[src/rtl/oab_pkg.sv]
// Shared types and constants for the OID arc base-128 encoder.
`default_nettype none

package oab_pkg;

  localparam int ARC_IN_W      = 32;  // width of the arc port
  localparam int DEF_ARC_BITS  = 32;
  localparam int DEF_CMD_DEPTH = 4;
  localparam int GROUP_W       = 7;
  localparam int MAX_GROUPS    = 5;
  localparam int GRP_BITS      = GROUP_W * MAX_GROUPS;
  localparam int GRP_IDX_W     = 3;
  localparam int MAX_FIRST_ARC = 2;
  localparam int FIRST_MULT    = 40;

  localparam logic [7:0] CONT_BIT   = 8'h80;
  localparam logic [7:0] GROUP_MASK = 8'h7f;

  typedef enum logic [1:0] {
    POS_FIRST   = 2'd0,
    POS_SECOND  = 2'd1,
    POS_BODY    = 2'd2,
    POS_DISCARD = 2'd3
  } arc_pos_t;

  // Control part of one request handed from the front to the back.
  typedef struct packed {
    logic                 bad;
    logic [GRP_IDX_W-1:0] top;  // index of the most significant group
  } cmd_ctl_t;

endpackage

`default_nettype wire

[src/rtl/oab_front.sv]
// Front end: tracks the arc position, forms the value and group count of each arc.
`default_nettype none

module oab_front
  import oab_pkg::*;
#(
  parameter int ARC_BITS = DEF_ARC_BITS,
  parameter int VAL_W    = ((ARC_BITS < ARC_IN_W) ? ARC_BITS : ARC_IN_W) + 1
) (
  input  wire logic                clk,
  input  wire logic                rst,
  input  wire logic                take,
  input  wire logic [ARC_IN_W-1:0] arc_value,
  input  wire logic                first_of_oid,
  input  wire logic                last_of_oid,
  output logic                     cmd_push,
  output logic [VAL_W-1:0]         cmd_val,
  output cmd_ctl_t                 cmd_ctl
);

  localparam int KEEP_W = (ARC_BITS < ARC_IN_W) ? ARC_BITS : ARC_IN_W;

  arc_pos_t    pos, pos_next;
  logic [1:0]  held, held_next;

  logic [KEEP_W-1:0]   kept;
  logic [VAL_W-1:0]    arc_ext;
  logic [VAL_W-1:0]    first_scaled;
  logic [GRP_BITS-1:0] val_wide;
  logic                take_first;
  logic                too_big;

  assign kept         = arc_value[KEEP_W-1:0];
  assign arc_ext      = VAL_W'(kept);
  assign take_first   = first_of_oid || (pos == POS_FIRST);
  assign too_big      = kept > KEEP_W'(MAX_FIRST_ARC);
  // held * 40 as 32*held + 8*held
  assign first_scaled = VAL_W'({held, 5'b0}) + VAL_W'({held, 3'b0});

  always_comb begin
    pos_next = pos;
    if (take) begin
      if (take_first) begin
        if (too_big) begin
          pos_next = last_of_oid ? POS_FIRST : POS_DISCARD;
        end else begin
          pos_next = last_of_oid ? POS_FIRST : POS_SECOND;
        end
      end else if (pos == POS_DISCARD) begin
        if (last_of_oid) begin
          pos_next = POS_FIRST;
        end
      end else begin
        pos_next = last_of_oid ? POS_FIRST : POS_BODY;
      end
    end
  end

  always_comb begin
    held_next   = held;
    cmd_push    = 1'b0;
    cmd_ctl.bad = 1'b0;
    cmd_ctl.top = '0;
    cmd_val     = (pos == POS_SECOND) ? (first_scaled + arc_ext) : arc_ext;
    val_wide    = GRP_BITS'(cmd_val);
    for (int i = 1; i < MAX_GROUPS; i++) begin
      if ((val_wide >> (GROUP_W * i)) != '0) begin
        cmd_ctl.top = GRP_IDX_W'(i);
      end
    end
    if (take) begin
      case (1'b1)
        take_first: begin
          if (too_big || last_of_oid) begin
            held_next   = 2'd0;
            cmd_push    = 1'b1;
            cmd_ctl.bad = 1'b1;
          end else begin
            held_next = kept[1:0];
          end
        end
        (pos == POS_DISCARD): begin
          held_next = held;
        end
        default: begin
          cmd_push = 1'b1;
          if (last_of_oid) begin
            held_next = 2'd0;
          end
        end
      endcase
    end
  end

  always_ff @(posedge clk) begin
    if (rst) begin
      pos  <= POS_FIRST;
      held <= 2'd0;
    end else begin
      pos  <= pos_next;
      held <= held_next;
    end
  end

endmodule

`default_nettype wire

[src/rtl/oab_cmd_fifo.sv]
// Short request queue between the front end and the byte emitter.
`default_nettype none

module oab_cmd_fifo
  import oab_pkg::*;
#(
  parameter int VAL_W = DEF_ARC_BITS + 1,
  parameter int DEPTH = DEF_CMD_DEPTH
) (
  input  wire logic       clk,
  input  wire logic       rst,
  input  wire logic       wr,
  input  wire logic [VAL_W-1:0] wr_val,
  input  wire cmd_ctl_t   wr_ctl,
  input  wire logic       rd,
  output logic [VAL_W-1:0] rd_val,
  output cmd_ctl_t        rd_ctl,
  output logic            fifo_full,
  output logic            fifo_empty
);

  localparam int PTR_W = (DEPTH > 1) ? $clog2(DEPTH) : 1;

  logic [VAL_W-1:0] val_mem [DEPTH];
  cmd_ctl_t         ctl_mem [DEPTH];
  logic [PTR_W-1:0] wr_ptr;
  logic [PTR_W-1:0] rd_ptr;
  logic [PTR_W:0]   count;

  assign fifo_full  = count == (PTR_W + 1)'(DEPTH);
  assign fifo_empty = count == '0;
  assign rd_val     = val_mem[rd_ptr];
  assign rd_ctl     = ctl_mem[rd_ptr];

  always_ff @(posedge clk) begin
    if (wr) begin
      val_mem[wr_ptr] <= wr_val;
      ctl_mem[wr_ptr] <= wr_ctl;
    end
  end

  always_ff @(posedge clk) begin
    if (rst) begin
      wr_ptr <= '0;
      rd_ptr <= '0;
      count  <= '0;
    end else begin
      if (wr) begin
        wr_ptr <= (wr_ptr == PTR_W'(DEPTH - 1)) ? '0 : wr_ptr + 1'b1;
      end
      if (rd) begin
        rd_ptr <= (rd_ptr == PTR_W'(DEPTH - 1)) ? '0 : rd_ptr + 1'b1;
      end
      count <= count + (PTR_W + 1)'(wr) - (PTR_W + 1)'(rd);
    end
  end

endmodule

`default_nettype wire

[src/rtl/oab_back.sv]
// Back end: emits one 7-bit group per cycle into the output register while it is empty or popped.
`default_nettype none

module oab_back
  import oab_pkg::*;
#(
  parameter int VAL_W = DEF_ARC_BITS + 1
) (
  input  wire logic             clk,
  input  wire logic             rst,
  input  wire logic [VAL_W-1:0] cmd_val,
  input  wire cmd_ctl_t         cmd_ctl,
  input  wire logic             cmd_empty,
  output logic                  cmd_pop,
  input  wire logic             pop,
  output logic                  empty,
  output logic [7:0]            out_byte,
  output logic                  arc_done,
  output logic                  bad_oid
);

  logic                 busy;
  logic                 out_valid;
  logic [GRP_BITS-1:0]  cur_val;
  logic [GRP_IDX_W-1:0] cur_n;
  logic                 cur_bad;

  logic                 out_ready;
  logic                 emit;
  logic                 finish;
  logic [GRP_BITS-1:0]  shifted;
  logic [7:0]           grp_byte;

  assign out_ready = !out_valid || pop;
  assign emit      = busy && out_ready;
  assign finish    = emit && (cur_bad || (cur_n == '0));
  assign cmd_pop   = (!busy || finish) && !cmd_empty;
  assign empty     = !out_valid;

  assign shifted  = cur_val >> (GROUP_W * cur_n);
  assign grp_byte = (8'(shifted[GROUP_W-1:0]) & GROUP_MASK)
                  | ((cur_n != '0) ? CONT_BIT : 8'h00);

  always_ff @(posedge clk) begin
    if (rst) begin
      busy      <= 1'b0;
      out_valid <= 1'b0;
    end else begin
      if (cmd_pop) begin
        busy <= 1'b1;
      end else if (finish) begin
        busy <= 1'b0;
      end
      if (out_ready) begin
        out_valid <= emit;
      end
    end
  end

  always_ff @(posedge clk) begin
    if (cmd_pop) begin
      cur_val <= GRP_BITS'(cmd_val);
      cur_n   <= cmd_ctl.top;
      cur_bad <= cmd_ctl.bad;
    end else if (emit && !finish) begin
      cur_n <= cur_n - 1'b1;
    end
    if (emit) begin
      // an error request carries a zero byte and no done mark
      out_byte <= cur_bad ? 8'h00 : grp_byte;
      arc_done <= !cur_bad && (cur_n == '0);
      bad_oid  <= cur_bad;
    end
  end

endmodule

`default_nettype wire

[src/rtl/oid_arc_base128_encoder_top.sv]
// An arc's first byte passes the request queue, the emitter's request register and the output
// register. Throughput: one arc per cycle in while not full; results leave the group emitter
// at one byte per cycle unless pop stalls them: an arc gives 1 to 5 bytes (its group count), an
// error one, a held first or discarded arc none. The request queue absorbs bursts in between.
// Reset (rst, synchronous) returns to expecting a first arc and empties the queue and output.
`default_nettype none

module oid_arc_base128_encoder_top
  import oab_pkg::*;
#(
  parameter int ARC_BITS  = DEF_ARC_BITS,
  parameter int CMD_DEPTH = DEF_CMD_DEPTH
) (
  input  wire logic                clk,
  input  wire logic                rst,
  input  wire logic                push,
  output logic                     full,
  input  wire logic [ARC_IN_W-1:0] arc_value,
  input  wire logic                first_of_oid,
  input  wire logic                last_of_oid,
  input  wire logic                pop,
  output logic                     empty,
  output logic [7:0]               out_byte,
  output logic                     arc_done,
  output logic                     bad_oid
);

  localparam int VAL_W = ((ARC_BITS < ARC_IN_W) ? ARC_BITS : ARC_IN_W) + 1;

  logic             take;
  logic             cmd_push;
  logic [VAL_W-1:0] cmd_val;
  cmd_ctl_t         cmd_ctl;
  logic             cmd_pop;
  logic [VAL_W-1:0] head_val;
  cmd_ctl_t         head_ctl;
  logic             cmd_empty;

  assign take = push && !full;

  oab_front #(
    .ARC_BITS (ARC_BITS),
    .VAL_W    (VAL_W)
  ) u_front (
    .clk          (clk),
    .rst          (rst),
    .take         (take),
    .arc_value    (arc_value),
    .first_of_oid (first_of_oid),
    .last_of_oid  (last_of_oid),
    .cmd_push     (cmd_push),
    .cmd_val      (cmd_val),
    .cmd_ctl      (cmd_ctl)
  );

  oab_cmd_fifo #(
    .VAL_W (VAL_W),
    .DEPTH (CMD_DEPTH)
  ) u_fifo (
    .clk        (clk),
    .rst        (rst),
    .wr         (cmd_push),
    .wr_val     (cmd_val),
    .wr_ctl     (cmd_ctl),
    .rd         (cmd_pop),
    .rd_val     (head_val),
    .rd_ctl     (head_ctl),
    .fifo_full  (full),
    .fifo_empty (cmd_empty)
  );

  oab_back #(
    .VAL_W (VAL_W)
  ) u_back (
    .clk       (clk),
    .rst       (rst),
    .cmd_val   (head_val),
    .cmd_ctl   (head_ctl),
    .cmd_empty (cmd_empty),
    .cmd_pop   (cmd_pop),
    .pop       (pop),
    .empty     (empty),
    .out_byte  (out_byte),
    .arc_done  (arc_done),
    .bad_oid   (bad_oid)
  );

endmodule

`default_nettype wire

[config.mk]
export PLATFORM = sky130hd
export DESIGN_NAME = oid_arc_base128_encoder_top
export DESIGN_NICKNAME = d
export VERILOG_FILES = /design/src/rtl/oab_pkg.sv /design/src/rtl/oab_front.sv /design/src/rtl/oab_cmd_fifo.sv /design/src/rtl/oab_back.sv /design/src/rtl/oid_arc_base128_encoder_top.sv
export SDC_FILE = /design/constraint.sdc
export NUM_CORES = 1
export LEC_CHECK = 0
export BUFFER_PORTS_ARGS = -buffer_cell sky130_fd_sc_hd__buf_4
export CORE_MARGIN = 1.5
export CORE_UTILIZATION = 25
export DETAILED_ROUTE_END_ITERATION = 10
export MAX_ROUTING_LAYER = met4
export SLEW_MARGIN = 20
export SYNTH_ARGS = -nofsm -noshare
export SYNTH_HDL_FRONTEND = slang
export SYNTH_SLANG_ARGS = --single-unit
[constraint.sdc]
create_clock -name clk -period 6.02 [get_ports clk]
set_input_delay 1.204 -clock clk [delete_from_list [all_inputs] [get_ports clk]]
set_output_delay 1.204 -clock clk [all_outputs]
set_load 0.05 [all_outputs]
==> metrics.txt <==
critical path data required time 6410 ps; Hold Fails Final Rpt 0; dpl hpwl between 10 and 15 mm; Synth top area share between 60% and 70%; # resized after CTS 0; largest net degree at the start of global routing 45; FMAX between 0.2 and 0.3 GHz; critical-path maximum fanout 44; fin util 29.8%; GP Congestion around 0.83; nets@finish ~650; WS Path Type reg2reg; Clock transition at path regs roughly 60 ps; Site Rows approximately 70; count leader, synth edfxtp_1; Cell Chain, Critical Path inv_1, ha_1, a21oi_1, o21ai_0, o31a_2, buf_4, ha_1, inv_1, ha_1, fa_1, xnor2_1, xnor2_1, nor2_1; Critical Path Max Stage Delay about 750 ps; vias in the first global route approximately 5000; 1st-pass router iterations 5; Worst-Margin Slew approximately 760 ps; Starting Density between 20% and 30%; Die Height between 150 and 200 µm; via count just under 5000; Hold-fix buffers, CTS 0; depth of the worst hold-timing path 2; total number of H-tree levels 1; Clock Skews approximately 8.7 ps; Yosys warnings 0; type of the worst min-delay path reg2reg; Worst Path Buf+Inv 3; clock buffer depth 3; share of cells above drive strength 1 24.3%; I/O pin count 50; status finished, final reports clean; Reg2Reg Setup Slack about 2200 ps; total congestion overflow 0; #FFs+latches synth 210; post-synth cell types 52; antenna cells 0; crit path launch u_back.cur_n[0]$_DFFE_PP_; Max VDD drop 0.275 mV; Synth area leader edfxtp_1; Die W approximately 190 µm; sequential share of the synthesized area ~69%; Critical Path End u_fifo.count[2]$_SDFF_PP0_; Initial DRC Count a little over 400; setup tns final 0 ps; Worst R2R Start u_back.cur_n[0]$_DFFE_PP_; Max Cap Violations 0; Vias/cell 4.55; Stages on worst setup path 13; Synth top cells by count edfxtp_1 (195), mux4_2 (44), nand2_1 (27), nor2_1 (27); cell count after synthesis approximately 540; drt drc 0; initial antenna violation count 0; Worst Setup Start Kind register; slew margin rel. between 40% and 50%; WP data arrival 4180 ps; PortBufs 49; synth top area cells edfxtp_1 (66%), mux4_2 (11%), dfxtp_1 (3.4%), xnor2_1 (2.1%), ha_1 (1.8%); Setup Fix Bufs, Post-CTS 0; CP top delay family adder cells; Leakage 0.00350 µW; CTS tree built; cts bufs inserted 23; Syn Nets roughly 600; final setup fails 0; top_reg_cell synth edfxtp_1; Final period util 63.1%; Clk Latency, worst-skew pair roughly 500 ps; r2r endpoint u_fifo.count[2]$_SDFF_PP0_; core footprint ~35000 µm²; area of the mapped netlist slightly below 9000 µm²; cells on worst reg2reg path 13; Max stage delay cell, worst path edfxtp_1; fin crit period around 3800 ps; Final Slew Violations 0; RSZ-0062 raised after global routing false; area delta synth->final 18.0%; clock sinks 210; filler cell count between 3000 and 4000; die area around 37000 µm²; GR Util All Layers between 10% and 20%; Mean Syn Cell Area ~17 µm²; number of flops mapped to enable cells by yosys 195; cell area power density ~440 nW/µm²; antenna viol nets, final 0; Worst setup EP type register; first-pass GRT wire length 29.8 mm; CTS root buf clkbuf_16; WL per Instance around 18 µm; FFs w/ async S/R, synth 0%; cell mode on critical path ha_1; total wire length approximately 20 mm
-- worst register-to-register path, delay by kind of cell (launching register included) --
| family | cells | cell delay [ps] |
|---|---|---|
| adders and majority gates | 4 | 1170 |
| AOI/OAI and AO/OA | 3 | 910 |
| DFF | 1 | 750 |
| buffers and inverters | 3 | 500 |
| xor gates and xnor gates | 2 | 310 |
| and+or+nand+nor | 1 | 50 |
-- placed cells by master, fill, tap and decap left out, types with 3 or more instances in the layout --
cell type  synthesis  layout
and4_1             3       3
buf_4              0      56
mux2i_1            6       6
inv_1             21      21
ha_1              13      13
nand2b_1           3       3
a21oi_1           17      17
clkinv_2           0       4
and3_1             7       7
nand2_1           27      27
nor2_1            27      27
nor2b_1            5       4
clkbuf_16          0      23
nand3_1           21      21
o21ai_0            9       9
edfxtp_1         195     195
nand4_1            8       8
xor2_1             9       9
xnor2_1           21      21
nor4_1             8       8
and2_2             0       4
nor3_1            12      12
nor3b_1            4       4
dfxtp_1           15      14
nor4_4             3       3
mux4_2            44      44
clkbuf_1          15       5
-- logic make-up after synthesis --
group | Yosys count | synth area share (%)
flip-flops | 210 | 68.9
AND/OR/NAND/NOR | 141 | 8.89
multiplexers | 51 | 11.9
AO/OA/AOI/OAI | 44 | 3.18
buffers and inverters | 43 | 1.85
XOR/XNOR | 30 | 2.94
adder cells (fa/ha/maj) | 16 | 2.38
-- worst min path at each step --
stage	slack [ps]	from	end
3_3_place_gp	510	u_back.busy$_SDFFE_PP0P_	u_back.out_valid$_SDFFE_PP0N_
2_1_floorplan	420	u_back.cur_bad$_DFFE_PP_	u_back.bad_oid$_DFFE_PP_
4_1_cts	520	u_back.busy$_SDFFE_PP0P_	u_back.out_valid$_SDFFE_PP0N_
6_report	520	u_front.held[0]$_SDFFE_PP0P_	u_front.held[0]$_SDFFE_PP0P_
5_1_grt	560	u_front.held[0]$_SDFFE_PP0P_	u_front.held[0]$_SDFFE_PP0P_
3_5_place_dp	510	u_back.busy$_SDFFE_PP0P_	u_back.out_valid$_SDFFE_PP0N_
-- metal layers --
| layer | up-vias | share of wire, % | GRT usage [%] |
|---|---|---|---|
| met1 | 2468 | 47 | 15.5 |
| met4 | 0 | 2.0 | 2.53 |
| met2 | 139 | 46 | 16.9 |
| met3 | 31 | 5.3 | 1.90 |
| li1 | 2227 | - | - |
| met5 | - | 0 | - |
-- power by group --
part / internal, µW / switching, µW
clock: 746 / 543
combinational: 470 / 666
sequential: 2010 / 171
-- metrics by stage --
step / cells / total power (µW) / setup WS [ps] / instance area, µm² / hold WS, ps
after floorplan: 535 / 2960 / 1930 / 8940 / 424
after global placement: 1030 / 3370 / 1830 / 9860 / 510
after detailed placement: 1030 / 3370 / 1820 / 9860 / 506
after CTS: 1069 / 4670 / 2200 / 10500 / 519
after global routing: 1069 / 4820 / 1980 / 10500 / 556
final: 1069 / 4610 / 2220 / 10500 / 515
-- final cells by class --
| cell class | count | area (µm²) | area share [%] |
|---|---|---|---|
| flip-flops and latches | 210 | 6160 | 58.4 |
| multi-input cells | 282 | 2630 | 24.9 |
| clock buffers | 28 | 594 | 5.64 |
| well taps | 461 | 577 | 5.47 |
| repair buffers | 56 | 420 | 3.99 |
| clock inverters | 11 | 91.3 | 0.866 |
| inverters | 21 | 78.8 | 0.748 |
-- flip-flops by register name, indices dropped and copies added, names as in the netlist, named ones only --
register / flops
u_back.out_byte: 8
u_front.pos: 2
u_back.busy: 1
u_back.cur_n: 3
u_back.cur_val: 33
u_back.cur_bad: 1
u_back.bad_oid: 1
u_fifo.count: 3
u_fifo.wr_ptr: 2
u_fifo.ctl_mem: 16
u_back.out_valid: 1
u_front.held: 2
u_fifo.val_mem: 132
u_back.arc_done: 1
u_fifo.rd_ptr: 2
No activity file was read; power rests on OpenSTA's default activity.
